### src/mssb_pkg.sv
// ----------------------------------------------------------------------------
// mssb_pkg
// shared types and constants of the bounded submatrix sum search
// ----------------------------------------------------------------------------
package mssb_pkg;

   // configuration port
   localparam int CSR_INDEX_BITS = 2;
   localparam int CSR_DATA_BITS  = 32;
   localparam int COUNT_REG_BITS = 5;
   localparam int BOUND_BITS     = 32;
   localparam int RESULT_BITS    = 32;

   typedef enum logic [CSR_INDEX_BITS-1:0] {
      CSR_ROW_COUNT    = 2'd0,
      CSR_COLUMN_COUNT = 2'd1,
      CSR_SUM_BOUND    = 2'd2
   } csr_index_type;

   localparam logic [COUNT_REG_BITS-1:0] ROW_COUNT_RESET    = 5'd16;
   localparam logic [COUNT_REG_BITS-1:0] COLUMN_COUNT_RESET = 5'd16;
   localparam logic [BOUND_BITS-1:0]     SUM_BOUND_RESET    = 32'd0;

   // queue between front and back
   localparam int QUEUE_PTR_BITS = 2;
   localparam int QUEUE_DEPTH    = 1 << QUEUE_PTR_BITS;

   // what the front decided about one item
   typedef struct packed {
      logic store;
      logic last;
   } item_flags_type;

   // search sequencer
   typedef enum logic [2:0] {
      BK_IDLE,
      BK_ACCUM,
      BK_DRAIN,
      BK_SCAN,
      BK_FINISH
   } back_state_type;

endpackage

### src/max_submatrix_sum_bounded.sv
// ----------------------------------------------------------------------------
// max_submatrix_sum_bounded
// Loads a signed matrix in row-major order, one element per start taken
// while busy is low, and after the element marked last reports the largest
// sum of any rectangle that does not exceed sum_bound, with a found flag
// (best_sum is zero when nothing fits). Elements go into a four-entry queue
// and are written to the matrix store at one per cycle while no search
// runs, so loading runs at one element per clock while busy is low.
// The search after the last element is paced by the single read port of
// the row-sum memory: for each of C(C+1)/2 column pairs it builds the R
// row sums and then scans the R(R+1)/2 row runs, then finishes and reports.
// busy rises once the queue fills behind a running search. The result is a
// single-cycle strobe on rsp_valid and cannot be held off by the receiver.
// Row and column counts of zero act as one, counts above the maximum act as
// the maximum; elements past the configured size are dropped.
// ----------------------------------------------------------------------------
module max_submatrix_sum_bounded import mssb_pkg::*; #(
   parameter int MAX_ROWS  = 16,
   parameter int MAX_COLS  = 16,
   parameter int ELEM_BITS = 16
) (
   input  logic                          clock,
   input  logic                          reset,
   input  logic                          start,
   output logic                          busy,
   input  logic signed [ELEM_BITS-1:0]   req_element,
   input  logic                          req_last,
   output logic                          rsp_valid,
   output logic signed [RESULT_BITS-1:0] rsp_best_sum,
   output logic                          rsp_found,
   input  logic                          csr_valid,
   output logic                          csr_ready,
   input  logic [CSR_INDEX_BITS-1:0]     csr_index,
   input  logic [CSR_DATA_BITS-1:0]      csr_wdata
);

   localparam int DEPTH = MAX_ROWS * MAX_COLS;
   localparam int AW    = (DEPTH > 1) ? $clog2(DEPTH) : 1;
   localparam int RW    = (MAX_ROWS > 1) ? $clog2(MAX_ROWS) : 1;
   localparam int CW    = (MAX_COLS > 1) ? $clog2(MAX_COLS) : 1;
   localparam int QW    = $bits(item_flags_type) + AW + ELEM_BITS + RW + CW + BOUND_BITS;

   logic                         push_valid;
   item_flags_type               push_flags;
   logic [AW-1:0]                push_addr;
   logic signed [ELEM_BITS-1:0]  push_element;
   logic [RW-1:0]                push_rows_last;
   logic [CW-1:0]                push_cols_last;
   logic signed [BOUND_BITS-1:0] push_bound;
   logic [QW-1:0]                push_data;

   logic                         pop_valid;
   logic                         pop_ready;
   logic [QW-1:0]                pop_data;
   item_flags_type               pop_flags;
   logic [AW-1:0]                pop_addr;
   logic signed [ELEM_BITS-1:0]  pop_element;
   logic [RW-1:0]                pop_rows_last;
   logic [CW-1:0]                pop_cols_last;
   logic signed [BOUND_BITS-1:0] pop_bound;
   logic                         queue_full;

   // accept and classify
   mssb_front #(
      .MAX_ROWS  (MAX_ROWS),
      .MAX_COLS  (MAX_COLS),
      .ELEM_BITS (ELEM_BITS)
   ) u_front (
      .clock          (clock),
      .reset          (reset),
      .start          (start),
      .busy           (busy),
      .req_element    (req_element),
      .req_last       (req_last),
      .csr_valid      (csr_valid),
      .csr_ready      (csr_ready),
      .csr_index      (csr_index),
      .csr_wdata      (csr_wdata),
      .push_valid     (push_valid),
      .push_flags     (push_flags),
      .push_addr      (push_addr),
      .push_element   (push_element),
      .push_rows_last (push_rows_last),
      .push_cols_last (push_cols_last),
      .push_bound     (push_bound)
   );

   // queue entry layout
   assign push_data = {push_flags, push_addr, push_element, push_rows_last,
                       push_cols_last, push_bound};
   assign {pop_flags, pop_addr, pop_element, pop_rows_last,
           pop_cols_last, pop_bound} = pop_data;

   mssb_queue #(
      .DATA_BITS (QW)
   ) u_queue (
      .clock      (clock),
      .reset      (reset),
      .push_valid (push_valid),
      .push_data  (push_data),
      .full       (queue_full),
      .pop_valid  (pop_valid),
      .pop_ready  (pop_ready),
      .pop_data   (pop_data)
   );

   assign busy = queue_full;

   // store and search
   mssb_back #(
      .MAX_ROWS  (MAX_ROWS),
      .MAX_COLS  (MAX_COLS),
      .ELEM_BITS (ELEM_BITS)
   ) u_back (
      .clock         (clock),
      .reset         (reset),
      .pop_valid     (pop_valid),
      .pop_ready     (pop_ready),
      .pop_flags     (pop_flags),
      .pop_addr      (pop_addr),
      .pop_element   (pop_element),
      .pop_rows_last (pop_rows_last),
      .pop_cols_last (pop_cols_last),
      .pop_bound     (pop_bound),
      .rsp_valid     (rsp_valid),
      .rsp_best_sum  (rsp_best_sum),
      .rsp_found     (rsp_found)
   );

endmodule

### src/mssb_front.sv
// ----------------------------------------------------------------------------
// mssb_front
// configuration registers, load position tracking and item classification
// ----------------------------------------------------------------------------
module mssb_front import mssb_pkg::*; #(
   parameter int MAX_ROWS  = 16,
   parameter int MAX_COLS  = 16,
   parameter int ELEM_BITS = 16
) (
   input  logic                                    clock,
   input  logic                                    reset,
   input  logic                                    start,
   input  logic                                    busy,
   input  logic signed [ELEM_BITS-1:0]             req_element,
   input  logic                                    req_last,
   input  logic                                    csr_valid,
   output logic                                    csr_ready,
   input  logic [CSR_INDEX_BITS-1:0]               csr_index,
   input  logic [CSR_DATA_BITS-1:0]                csr_wdata,
   output logic                                    push_valid,
   output item_flags_type                          push_flags,
   output logic [((MAX_ROWS*MAX_COLS > 1) ? $clog2(MAX_ROWS*MAX_COLS) : 1)-1:0] push_addr,
   output logic signed [ELEM_BITS-1:0]             push_element,
   output logic [((MAX_ROWS > 1) ? $clog2(MAX_ROWS) : 1)-1:0] push_rows_last,
   output logic [((MAX_COLS > 1) ? $clog2(MAX_COLS) : 1)-1:0] push_cols_last,
   output logic signed [BOUND_BITS-1:0]            push_bound
);

   localparam int DEPTH = MAX_ROWS * MAX_COLS;
   localparam int AW    = (DEPTH > 1) ? $clog2(DEPTH) : 1;
   localparam int LW    = $clog2(DEPTH + 1);
   localparam int RW    = (MAX_ROWS > 1) ? $clog2(MAX_ROWS) : 1;
   localparam int CW    = (MAX_COLS > 1) ? $clog2(MAX_COLS) : 1;
   localparam int RCW   = RW + 1;
   localparam int CCW   = CW + 1;

   logic [COUNT_REG_BITS-1:0]  row_count_ff, row_count_in;
   logic [COUNT_REG_BITS-1:0]  column_count_ff, column_count_in;
   logic signed [BOUND_BITS-1:0] sum_bound_ff, sum_bound_in;
   logic [LW-1:0]              load_index_ff, load_index_in;
   logic [RCW-1:0]             rows_cnt;
   logic [CCW-1:0]             cols_cnt;
   logic [RCW+CCW-1:0]         cell_product;
   logic [LW-1:0]              total;
   logic                       accept;
   logic                       store;

   // register writes are always taken
   assign csr_ready = 1'b1;

   always_comb begin
      row_count_in    = row_count_ff;
      column_count_in = column_count_ff;
      sum_bound_in    = sum_bound_ff;
      if (csr_valid) begin
         case (csr_index)
            CSR_ROW_COUNT:    row_count_in    = csr_wdata[COUNT_REG_BITS-1:0];
            CSR_COLUMN_COUNT: column_count_in = csr_wdata[COUNT_REG_BITS-1:0];
            CSR_SUM_BOUND:    sum_bound_in    = csr_wdata[BOUND_BITS-1:0];
            default: ;
         endcase
      end
   end

   // clamp counts into one..max
   always_comb begin
      if (row_count_ff == '0) begin
         rows_cnt = RCW'(1);
      end else if (32'(row_count_ff) > MAX_ROWS) begin
         rows_cnt = RCW'(MAX_ROWS);
      end else begin
         rows_cnt = RCW'(row_count_ff);
      end
      if (column_count_ff == '0) begin
         cols_cnt = CCW'(1);
      end else if (32'(column_count_ff) > MAX_COLS) begin
         cols_cnt = CCW'(MAX_COLS);
      end else begin
         cols_cnt = CCW'(column_count_ff);
      end
   end

   assign cell_product = rows_cnt * cols_cnt;
   assign total        = LW'(cell_product);

   // classify the item: stored while the matrix is not yet full
   assign accept = start && !busy;
   assign store  = (load_index_ff < total);

   always_comb begin
      load_index_in = load_index_ff;
      if (accept) begin
         if (req_last) begin
            load_index_in = '0;
         end else if (store) begin
            load_index_in = load_index_ff + LW'(1);
         end
      end
   end

   assign push_valid       = accept;
   assign push_flags.store = store;
   assign push_flags.last  = req_last;
   assign push_addr        = load_index_ff[AW-1:0];
   assign push_element     = req_element;
   assign push_rows_last   = RW'(rows_cnt - RCW'(1));
   assign push_cols_last   = CW'(cols_cnt - CCW'(1));
   assign push_bound       = sum_bound_ff;

   always_ff @(posedge clock) begin
      if (reset) begin
         row_count_ff    <= ROW_COUNT_RESET;
         column_count_ff <= COLUMN_COUNT_RESET;
         sum_bound_ff    <= SUM_BOUND_RESET;
         load_index_ff   <= '0;
      end else begin
         row_count_ff    <= row_count_in;
         column_count_ff <= column_count_in;
         sum_bound_ff    <= sum_bound_in;
         load_index_ff   <= load_index_in;
      end
   end

endmodule

### src/mssb_queue.sv
// ----------------------------------------------------------------------------
// mssb_queue
// short first-in first-out queue between item classification and search
// ----------------------------------------------------------------------------
module mssb_queue import mssb_pkg::*; #(
   parameter int DATA_BITS = 8
) (
   input  logic                 clock,
   input  logic                 reset,
   input  logic                 push_valid,
   input  logic [DATA_BITS-1:0] push_data,
   output logic                 full,
   output logic                 pop_valid,
   input  logic                 pop_ready,
   output logic [DATA_BITS-1:0] pop_data
);

   logic [DATA_BITS-1:0]      entries [QUEUE_DEPTH];
   logic [QUEUE_PTR_BITS-1:0] wr_ptr_ff, wr_ptr_in;
   logic [QUEUE_PTR_BITS-1:0] rd_ptr_ff, rd_ptr_in;
   logic [QUEUE_PTR_BITS:0]   count_ff, count_in;
   logic                      pop_fire;

   assign full      = (count_ff == (QUEUE_PTR_BITS+1)'(QUEUE_DEPTH));
   assign pop_valid = (count_ff != '0);
   assign pop_data  = entries[rd_ptr_ff];
   assign pop_fire  = pop_valid && pop_ready;

   // pointers wrap on their own since the depth is a power of two
   always_comb begin
      wr_ptr_in = push_valid ? wr_ptr_ff + QUEUE_PTR_BITS'(1) : wr_ptr_ff;
      rd_ptr_in = pop_fire ? rd_ptr_ff + QUEUE_PTR_BITS'(1) : rd_ptr_ff;
      count_in  = count_ff + (QUEUE_PTR_BITS+1)'(push_valid)
                  - (QUEUE_PTR_BITS+1)'(pop_fire);
   end

   always_ff @(posedge clock) begin
      if (reset) begin
         wr_ptr_ff <= '0;
         rd_ptr_ff <= '0;
         count_ff  <= '0;
      end else begin
         wr_ptr_ff <= wr_ptr_in;
         rd_ptr_ff <= rd_ptr_in;
         count_ff  <= count_in;
      end
   end

   always_ff @(posedge clock) begin
      if (push_valid) begin
         entries[wr_ptr_ff] <= push_data;
      end
   end

endmodule

### src/mssb_back.sv
// ----------------------------------------------------------------------------
// mssb_back
// matrix store and the rectangle search sequencer with its result register
// ----------------------------------------------------------------------------
module mssb_back import mssb_pkg::*; #(
   parameter int MAX_ROWS  = 16,
   parameter int MAX_COLS  = 16,
   parameter int ELEM_BITS = 16
) (
   input  logic                                    clock,
   input  logic                                    reset,
   input  logic                                    pop_valid,
   output logic                                    pop_ready,
   input  item_flags_type                          pop_flags,
   input  logic [((MAX_ROWS*MAX_COLS > 1) ? $clog2(MAX_ROWS*MAX_COLS) : 1)-1:0] pop_addr,
   input  logic signed [ELEM_BITS-1:0]             pop_element,
   input  logic [((MAX_ROWS > 1) ? $clog2(MAX_ROWS) : 1)-1:0] pop_rows_last,
   input  logic [((MAX_COLS > 1) ? $clog2(MAX_COLS) : 1)-1:0] pop_cols_last,
   input  logic signed [BOUND_BITS-1:0]            pop_bound,
   output logic                                    rsp_valid,
   output logic signed [RESULT_BITS-1:0]           rsp_best_sum,
   output logic                                    rsp_found
);

   localparam int DEPTH    = MAX_ROWS * MAX_COLS;
   localparam int AW       = (DEPTH > 1) ? $clog2(DEPTH) : 1;
   localparam int RW       = (MAX_ROWS > 1) ? $clog2(MAX_ROWS) : 1;
   localparam int CW       = (MAX_COLS > 1) ? $clog2(MAX_COLS) : 1;
   localparam int SUM_BITS = ELEM_BITS + $clog2(DEPTH) + 1;
   localparam int WIDE     = (SUM_BITS > RESULT_BITS) ? SUM_BITS : RESULT_BITS;

   // memories
   logic signed [ELEM_BITS-1:0] matrix_mem [DEPTH];
   logic signed [SUM_BITS-1:0]  rsum_mem [MAX_ROWS];
   logic signed [ELEM_BITS-1:0] mat_q_ff;
   logic signed [SUM_BITS-1:0]  rs_q_ff;
   logic [RW-1:0]               rs_raddr;
   logic signed [SUM_BITS-1:0]  mat_ext;
   logic signed [SUM_BITS-1:0]  rs_wdata;

   // sequencer
   back_state_type              state_ff, state_in;
   logic [RW-1:0]               rows_last_ff, rows_last_in;
   logic [CW-1:0]               cols_last_ff, cols_last_in;
   logic signed [BOUND_BITS-1:0] bound_ff, bound_in;
   logic [CW-1:0]               left_ff, left_in;
   logic [CW-1:0]               right_ff, right_in;
   logic [RW-1:0]               row_ff, row_in;
   logic [AW-1:0]               addr_ff, addr_in;
   logic [RW-1:0]               top_ff, top_in;
   logic [RW-1:0]               bottom_ff, bottom_in;
   logic [AW:0]                 addr_step;
   logic [CW-1:0]               left_plus;
   logic [CW-1:0]               right_plus;
   logic                        pop_fire;
   logic                        start_search;

   // pipeline stages behind the memory reads
   logic                        acc_v_ff, acc_v_in;
   logic [RW-1:0]               acc_row_ff, acc_row_in;
   logic                        acc_first_ff, acc_first_in;
   logic                        scan_v_ff, scan_v_in;
   logic                        scan_first_ff, scan_first_in;
   logic                        cmp_v_ff, cmp_v_in;

   // running and best sums
   logic signed [SUM_BITS-1:0]  running_ff, running_in;
   logic signed [SUM_BITS-1:0]  best_ff, best_in;
   logic                        best_valid_ff, best_valid_in;
   logic signed [WIDE-1:0]      run_w;
   logic signed [WIDE-1:0]      best_w;
   logic signed [WIDE-1:0]      bound_w;
   logic                        hit;

   // result register
   logic                        rsp_valid_ff, rsp_valid_in;
   logic signed [RESULT_BITS-1:0] rsp_best_sum_ff, rsp_best_sum_in;
   logic                        rsp_found_ff, rsp_found_in;

   assign pop_ready = (state_ff == BK_IDLE);
   assign pop_fire  = pop_valid && pop_ready;

   // matrix store: one write port from the queue, one read port for the search
   always_ff @(posedge clock) begin
      if (pop_fire && pop_flags.store) begin
         matrix_mem[pop_addr] <= pop_element;
      end
      mat_q_ff <= matrix_mem[addr_ff];
   end

   // row sums over the current column span
   assign rs_raddr = (state_ff == BK_ACCUM) ? row_ff : bottom_ff;
   assign mat_ext  = SUM_BITS'(mat_q_ff);
   assign rs_wdata = acc_first_ff ? mat_ext : rs_q_ff + mat_ext;

   always_ff @(posedge clock) begin
      if (acc_v_ff) begin
         rsum_mem[acc_row_ff] <= rs_wdata;
      end
      rs_q_ff <= rsum_mem[rs_raddr];
   end

   // address of the next row in the same column
   assign addr_step  = {1'b0, addr_ff} + (AW+1)'(cols_last_ff) + (AW+1)'(1);
   assign left_plus  = CW'(left_ff + 1'b1);
   assign right_plus = CW'(right_ff + 1'b1);

   // search sequencer: column pairs, row accumulation, then row runs
   always_comb begin
      state_in        = state_ff;
      rows_last_in    = rows_last_ff;
      cols_last_in    = cols_last_ff;
      bound_in        = bound_ff;
      left_in         = left_ff;
      right_in        = right_ff;
      row_in          = row_ff;
      addr_in         = addr_ff;
      top_in          = top_ff;
      bottom_in       = bottom_ff;
      acc_v_in        = 1'b0;
      acc_row_in      = row_ff;
      acc_first_in    = (right_ff == left_ff);
      scan_v_in       = 1'b0;
      scan_first_in   = (bottom_ff == top_ff);
      start_search    = 1'b0;
      rsp_valid_in    = 1'b0;
      rsp_best_sum_in = rsp_best_sum_ff;
      rsp_found_in    = rsp_found_ff;
      case (state_ff)
         BK_IDLE: begin
            if (pop_valid && pop_flags.last) begin
               start_search = 1'b1;
               rows_last_in = pop_rows_last;
               cols_last_in = pop_cols_last;
               bound_in     = pop_bound;
               left_in      = '0;
               right_in     = '0;
               row_in       = '0;
               addr_in      = '0;
               state_in     = BK_ACCUM;
            end
         end
         BK_ACCUM: begin
            acc_v_in = 1'b1;
            if (row_ff == rows_last_ff) begin
               state_in = BK_DRAIN;
            end else begin
               row_in  = row_ff + RW'(1);
               addr_in = addr_step[AW-1:0];
            end
         end
         BK_DRAIN: begin
            // last row sum lands before the scan reads it
            top_in    = '0;
            bottom_in = '0;
            state_in  = BK_SCAN;
         end
         BK_SCAN: begin
            scan_v_in = 1'b1;
            if (bottom_ff == rows_last_ff) begin
               if (top_ff == rows_last_ff) begin
                  row_in = '0;
                  if (right_ff == cols_last_ff) begin
                     if (left_ff == cols_last_ff) begin
                        state_in = BK_FINISH;
                     end else begin
                        left_in  = left_plus;
                        right_in = left_plus;
                        addr_in  = AW'(left_plus);
                        state_in = BK_ACCUM;
                     end
                  end else begin
                     right_in = right_plus;
                     addr_in  = AW'(right_plus);
                     state_in = BK_ACCUM;
                  end
               end else begin
                  top_in    = top_ff + RW'(1);
                  bottom_in = top_ff + RW'(1);
               end
            end else begin
               bottom_in = bottom_ff + RW'(1);
            end
         end
         BK_FINISH: begin
            // wait for the last compare before reporting
            if (!scan_v_ff && !cmp_v_ff) begin
               rsp_valid_in    = 1'b1;
               rsp_best_sum_in = best_valid_ff ? best_w[RESULT_BITS-1:0] : '0;
               rsp_found_in    = best_valid_ff;
               state_in        = BK_IDLE;
            end
         end
         default: begin
            state_in = BK_IDLE;
         end
      endcase
   end

   // run of rows: add then compare one stage later
   assign run_w   = WIDE'(running_ff);
   assign best_w  = WIDE'(best_ff);
   assign bound_w = WIDE'(bound_ff);
   assign hit     = (run_w <= bound_w) && (!best_valid_ff || (run_w > best_w));

   always_comb begin
      running_in    = running_ff;
      cmp_v_in      = scan_v_ff;
      best_in       = best_ff;
      best_valid_in = best_valid_ff;
      if (scan_v_ff) begin
         running_in = (scan_first_ff ? '0 : running_ff) + rs_q_ff;
      end
      if (start_search) begin
         best_in       = '0;
         best_valid_in = 1'b0;
      end else if (cmp_v_ff && hit) begin
         best_in       = running_ff;
         best_valid_in = 1'b1;
      end
   end

   // control state
   always_ff @(posedge clock) begin
      if (reset) begin
         state_ff      <= BK_IDLE;
         acc_v_ff      <= 1'b0;
         scan_v_ff     <= 1'b0;
         cmp_v_ff      <= 1'b0;
         best_valid_ff <= 1'b0;
         rsp_valid_ff  <= 1'b0;
      end else begin
         state_ff      <= state_in;
         acc_v_ff      <= acc_v_in;
         scan_v_ff     <= scan_v_in;
         cmp_v_ff      <= cmp_v_in;
         best_valid_ff <= best_valid_in;
         rsp_valid_ff  <= rsp_valid_in;
      end
   end

   // payload
   always_ff @(posedge clock) begin
      rows_last_ff    <= rows_last_in;
      cols_last_ff    <= cols_last_in;
      bound_ff        <= bound_in;
      left_ff         <= left_in;
      right_ff        <= right_in;
      row_ff          <= row_in;
      addr_ff         <= addr_in;
      top_ff          <= top_in;
      bottom_ff       <= bottom_in;
      acc_row_ff      <= acc_row_in;
      acc_first_ff    <= acc_first_in;
      scan_first_ff   <= scan_first_in;
      running_ff      <= running_in;
      best_ff         <= best_in;
      rsp_best_sum_ff <= rsp_best_sum_in;
      rsp_found_ff    <= rsp_found_in;
   end

   assign rsp_valid    = rsp_valid_ff;
   assign rsp_best_sum = rsp_best_sum_ff;
   assign rsp_found    = rsp_found_ff;

endmodule

### config.mk
export PLATFORM = sky130hd
export DESIGN_NAME = max_submatrix_sum_bounded
export DESIGN_NICKNAME = d
export VERILOG_FILES = /design/src/mssb_pkg.sv /design/src/max_submatrix_sum_bounded.sv /design/src/mssb_front.sv /design/src/mssb_queue.sv /design/src/mssb_back.sv
export SDC_FILE = /design/constraint.sdc
export NUM_CORES = 2
export LEC_CHECK = 0
export ABC_CLOCK_PERIOD_IN_PS = 9500
export BUFFER_PORTS_ARGS = -buffer_cell sky130_fd_sc_hd__buf_2
export CORE_UTILIZATION = 65
export DETAILED_ROUTE_END_ITERATION = 7
export GPL_ROUTABILITY_DRIVEN = 1
export GPL_TIMING_DRIVEN = 0
export PLACE_DENSITY = 0.89
export SYNTH_ARGS = -nofsm -noshare
export SYNTH_HDL_FRONTEND = slang
export SYNTH_MEMORY_MAX_BITS = 65536
export SYNTH_SLANG_ARGS = --single-unit
### constraint.sdc
create_clock -name clock -period 9.5 [get_ports clock]
set_input_delay 0.95 -clock clock [delete_from_list [all_inputs] [get_ports clock]]
set_output_delay 0.95 -clock clock [all_outputs]
set_load 0.05 [all_outputs]
==> PnR_summary.wiki, run 1 <==
{| class="wikitable"
! Metric !! Value
|-
| Overall routing resource usage || about 59%
|-
| Async SR Flop Fraction || 0%
|-
| Width of the chip || ~550 um
|-
| Hold_buf cts || 0
|-
| Remaining Overflow, GRT || 10
|-
| Part of the Yosys area used for sequential elements || roughly three quarters
|-
| Number of clock sinks seen by CTS || roughly 5000
|-
| Dominant combinational cell family by area after synthesis || multiplexers
|-
| CTS HTree Levels || 5
|-
| Cell area after synthesis || slightly below 0.2 mm2
|-
| Total placed cells including tap cells || approximately 13000
|-
| Initial core utilization || about two thirds
|-
| RD Place Congestion || between 0.9 and 1
|-
| Number of gates given a new drive strength after cts || 0
|-
| Adder-cell area share of the yosys netlist || roughly 1.1%
|-
| Parity-gate share of the synthesized area counting xor and xnor cells || less than 1%
|-
| Pin count of the biggest net entering global routing || around 120
|-
| Run status || did not finish
|-
| Number of enable-type register cells in the synthesized netlist || between 4000 and 5000
|-
| Post-synthesis sequential element count || 5019
|-
| Post-Syn Nets || between 8000 and 9000
|-
| DPL Wire Length || a little over 400 mm
|-
| Number of antenna violations at the first check in global routing || a little under 200
|-
| Compound-cell area share of the yosys netlist || 1.29%
|-
| Terminating stage of the flow || global routing (5_1_grt)
|-
| Synthesis warning total || 0
|-
| Mux contribution to synthesized area || between 15 and 20%
|-
| Error || [ERROR GRT-0232] Routing congestion too high. Check the congestion heatmap in the GUI.
|-
| CTS buffer count || between 400 and 500
|-
| Std cell rows || roughly 200
|-
| Syn Area/Cell || 22.4 um2
|-
| Setup Buffers After CTS || 0
|-
| Top-level port count || just over 90
|-
| Number of buffers between clock root and the deepest sink || 4
|-
| Count of distinct cell types in the synthesized netlist || 70
|-
| Post-Syn Instances || around 9000
|-
| Buffers added on ports || 89
|-
| Vert. Die Dim || between 500 and 600 um
|-
| Commonest register cell after synthesis || edfxtp_1
|-
| Cell chosen for the clock root || clkbuf_16
|-
| Area fraction in and, or, nand and nor cells after synthesis || between 2 and 2.5%
|}
metal layers:
layer | GRT overflow | GRT usage [%]
met1 | 0 | 58.4
met2 | 1 | 76.8
met3 | 4 | 42.2
met4 | 5 | 59.5
met5 | 0 | 20.4
stage by stage:
step | util, % | worst slack [ps] | instance area [um2]
floorplan | - | 4560 | 196000
CTS | 74.1 | 2890 | 222000
detailed placement | 69.1 | 3110 | 207000
global placement | 67.1 | 2400 | 201000
cells in the mapped netlist (36+ instances only):
master | count | area share, %
nand2_1 | 271 | 0.52
buf_2 | 116 | 0.30
and2_1 | 62 | 0.20
dfxtp_1 | 140 | 1.4
nand3_1 | 44 | 0.11
nor2b_1 | 44 | 0.14
ha_1 | 148 | 0.95
clkbuf_1 | 266 | 0.51
inv_1 | 106 | 0.20
buf_1 | 50 | 0.096
mux2_2 | 65 | 0.37
nor2_1 | 385 | 0.74
mux2i_1 | 39 | 0.20
edfxtp_1 | 4879 | 75
xor2_1 | 36 | 0.16
xnor2_1 | 62 | 0.28
o21ai_0 | 57 | 0.15
mux4_2 | 1478 | 17
a21oi_1 | 116 | 0.30
logic make-up after synthesis:
kind of cell	count (synthesis)
XOR/XNOR	98
flip-flops	5019
AO/OA/AOI/OAI	389
buffers and inverters	555
AND/OR/NAND/NOR	933
multiplexers	1583
adder cells (fa/ha/maj)	160
other	1
==> run 2, diff against run 1 <==
Settings changed: CORE_UTILIZATION 65 to 40, PLACE_DENSITY 0.89 to default, PLACE_DENSITY_LB_ADDON from default to 0.15.
==> run 2 against run 1 <==
Net effect: the flow now finishes, with violations (max-capacitance violations, max-slew violations); area after synthesis stayed put; synthesized cell count unchanged.
==> PnR_summary.wiki, run 2 <==
{| class="wikitable"
! Metric !! Value
|-
| Clock tree from TritonCTS || yes
|-
| Leading cell types in the layout, fill and taps excluded || edfxtp_1, mux4_2, clkbuf_16, clkbuf_1, nand2_1
|-
| Final critical-path share of the clock period || between 60% and 70%
|-
| Async SR Flop Fraction || 0% (unchanged)
|-
| Wire length per cell || between 30 and 40 um
|-
| Run status || finished with violations (was did not finish)
|-
| Hold depth || 1
|-
| Worst Setup Start Kind || flop
|-
| Worst-Margin Slew || 1570 ps
|-
| Cell taking the most area after synthesis || edfxtp_1 (unchanged)
|-
| Top-level port count || 91 (unchanged)
|-
| Overall routing resource usage || a little over a fifth
|-
| Synthesis warning total || 0 (unchanged)
|-
| Worst slack on hold paths || between 100 and 150 ps
|-
| RSZ-0062 raised after global routing || false
|-
| Vert. Die Dim || 701 um (was 551 um)
|-
| Drt pass-1 iters || 6
|-
| Count of distinct cell types in the synthesized netlist || 70 (unchanged)
|-
| Number of setup violations in the final report || 0
|-
| Type of the tightest min-delay check || input port to flop
|-
| Post-Syn Nets || 8953 (unchanged)
|-
| Number of hold violations in the final report || 0
|-
| Flip-flop count of the largest register after layout || between 4000 and 5000
|-
| Cell chosen for the clock root || clkbuf_16 (unchanged)
|-
| First-pass GRT wire length || roughly 760 mm
|-
| Top cells by instance count after synthesis || edfxtp_1, mux4_2, nor2_1, nand2_1, clkbuf_1 (unchanged)
|-
| Initial core utilization || 40.2% (was 65.3%)
|-
| Min cycle time layout || ~6300 ps
|-
| Part of the Yosys area used for sequential elements || 76.3% (unchanged)
|-
| Number of maximum-capacitance constraint violations || 1
|-
| Worst endpoint required time || ~10000 ps
|-
| Number of clock sinks seen by CTS || 5019 (unchanged)
|-
| Remaining Overflow, GRT || 0
|-
| Main area contributors after synthesis || edfxtp_1, mux4_2, dfxtp_1 (unchanged)
|-
| Relative slew margins || -4.84%
|-
| Worst vdd ir || between 0.3 and 0.4 mV
|-
| Register ranked first by flip-flop count || u_back.matrix_mem
|-
| Number of buffers between clock root and the deepest sink || 4 (unchanged)
|-
| Post-synthesis sequential element count || 5019 (unchanged)
|-
| Syn Area/Cell || 22.4 um2 (unchanged)
|-
| Post-Syn Instances || 8738 (unchanged)
|-
| Core Region || a little under 0.5 mm2
|-
| Cell area after synthesis || 0.196 mm2 (unchanged)
|-
| CTS HTree Levels || 6 (was 5)
|-
| Max FO, Critical Path || 10
|-
| DPL Wire Length || 381 mm (was 413 mm)
|-
| Most common cell in the synthesized netlist || edfxtp_1 (unchanged)
|-
| Number of antenna violations at the first check in global routing || 45
|-
| Full die area || roughly 0.49 mm2
|-
| Insertion delay to the later sink of the worst-skew pair || 1090 ps
|-
| RD Place Congestion || 0.864 (was 0.939)
|-
| Share of post-route cells with drive strength above 1 || between 30% and 40%
|-
| Clock transition at the registers of the reported paths || ~60 ps
|-
| Vias in the first global route || between 90000 and 100k
|-
| Endpoint class of the critical path || flop
|-
| Number of remaining DRC errors || 0
|-
| Final worst clock skew || 50.7 ps
|-
| Leading cell type in the layout, fill and taps excluded || edfxtp_1
|-
| Post-detailed-route count of antenna-violating nets || 0
|-
| Setup_tns || 0 ps
|-
| Number of gates given a new drive strength after cts || 0 (unchanged)
|-
| Commonest register cell after synthesis || edfxtp_1 (unchanged)
|-
| Largest registers ranked by flip-flop count || u_back.matrix_mem x4096, u_back.rsum_mem x400, u_queue.entries x264
|-
| Setup Crit Path Kind || flop to flop
|-
| CTS buffer count || 544 (was 456)
|-
| Violated checks || max-capacitance violations, max-slew violations
|-
| Number of enable-type register cells in the synthesized netlist || 4879 (unchanged)
|-
| Detailed router's first-iteration violation count || roughly 12000
|-
| Data arrival at the endpoint of the critical path || around 7200 ps
|-
| Routed wire length || 548 mm
|-
| Static Leakage || approximately 71 nW
|-
| Finished Core Util || approximately 47%
|-
| Ratio of routed vias to standard cells || 5.74
|-
| Pin count of the biggest net entering global routing || between 100 and 150
|-
| Final number of max-transition violations || 11
|-
| Layout area overhead || 17.0%
|-
| Number of nets in the layout || between 9000 and 10000
|-
| Width of the chip || 701 um (was 551 um)
|-
| Buffers added on ports || 89 (unchanged)
|-
| Worst reg2reg path depth || 10
|-
| Ratio of total power to cell area || about 330 mW/mm2
|-
| Hold_buf cts || 0 (unchanged)
|-
| Setup Buffers After CTS || 0 (unchanged)
|-
| Maximum frequency from static timing analysis || about 160 MHz
|-
| DR vias || around 95000
|-
| Std cell rows || 256 (was 201)
|-
| Area fraction of the dominant cell type after synthesis || 74.9% (unchanged)
|}
run 2: cell counts after synthesis:
No cell type changed its count.
run 2: logic make-up after synthesis:
| group | share of synthesized area (%) |
|---|---|
| buffers and inverters | 1.17 |
| multiplexers | 17.6 |
| AND/OR/NAND/NOR | 2.12 |
| AO/OA/AOI/OAI | 1.29 |
| flip-flops | 76.3 |
| other | 0.00192 |
| XOR/XNOR | 0.439 |
| adder cells (fa/ha/maj) | 1.07 |
run 2: final timing paths:
kind,startpoint,endpoint,slack [ps]
worst min-delay path,req_element[2],u_queue.entries[2][42],110
worst max register to register,u_back.addr_ff[1],u_back.mat_q_ff[11],3190
worst min register to register,u_back.best_ff[24],u_back.best_ff[24],470
worst max-delay path,u_back.addr_ff[1],u_back.mat_q_ff[11],3190
run 2: final cells by class:
class | count | area (um2)
Fill cell | 39604 | 258000
Clock inverter | 271 | 2520
Timing Repair Buffer | 455 | 7250
Clock buffer | 690 | 14400
Tap cell | 6450 | 8070
Multi-Input combinational cell | 3164 | 44900
Antenna cell | 13 | 32.5
Buffer | 449 | 1940
Sequential cell | 5019 | 149000
Inverter | 106 | 398
run 2: stage by stage:
| stage | setup slack [ps] | instances | area [um2] | total power [mW] |
|---|---|---|---|---|
| detailed placement | 3290 | 15642 | 212000 | 54.9 |
| finish | 3190 | 16617 | 229000 | 74.7 |
| global placement | 1510 | 15277 | 204000 | 54.0 |
| floorplan | 4560 | 8738 | 196000 | 43.4 |
| CTS | 3270 | 16603 | 229000 | 75.2 |
| global route | 3330 | 16608 | 229000 | 77.0 |
run 2: power by group:
part | total [mW] | leakage (nW) | switching, mW | internal [mW]
sequential | 29.2 | 45.2 | 0.350 | 28.9
combinational | 25.1 | 18.0 | 16.2 | 8.92
clock | 20.4 | 8.27 | 8.68 | 11.7
run 2: critical path: stages, from the launching register on:
cell and delay [ps]:
edfxtp_1 340, clkbuf_2 600, buf_2 630, clkbuf_1 930
clkbuf_1 970, mux4_2 430, mux4_2 530, mux2_2 290
o22ai_1 530, nor2_1 460, o221a_1 350
run 2: per-layer routing:
layer  vias to the layer above  part of all wire, %  wire (um)  track usage, %
met2                      3617                   47     259000            34.8
met3                       850                  7.1      39000            4.02
met4                        10                  3.2      17500            6.64
met5                         -                0.046        253           0.284
met1                     52084                   42     232000            31.2
li1                      38863                    -          -               -
No activity file was read; power rests on OpenSTA's default activity.
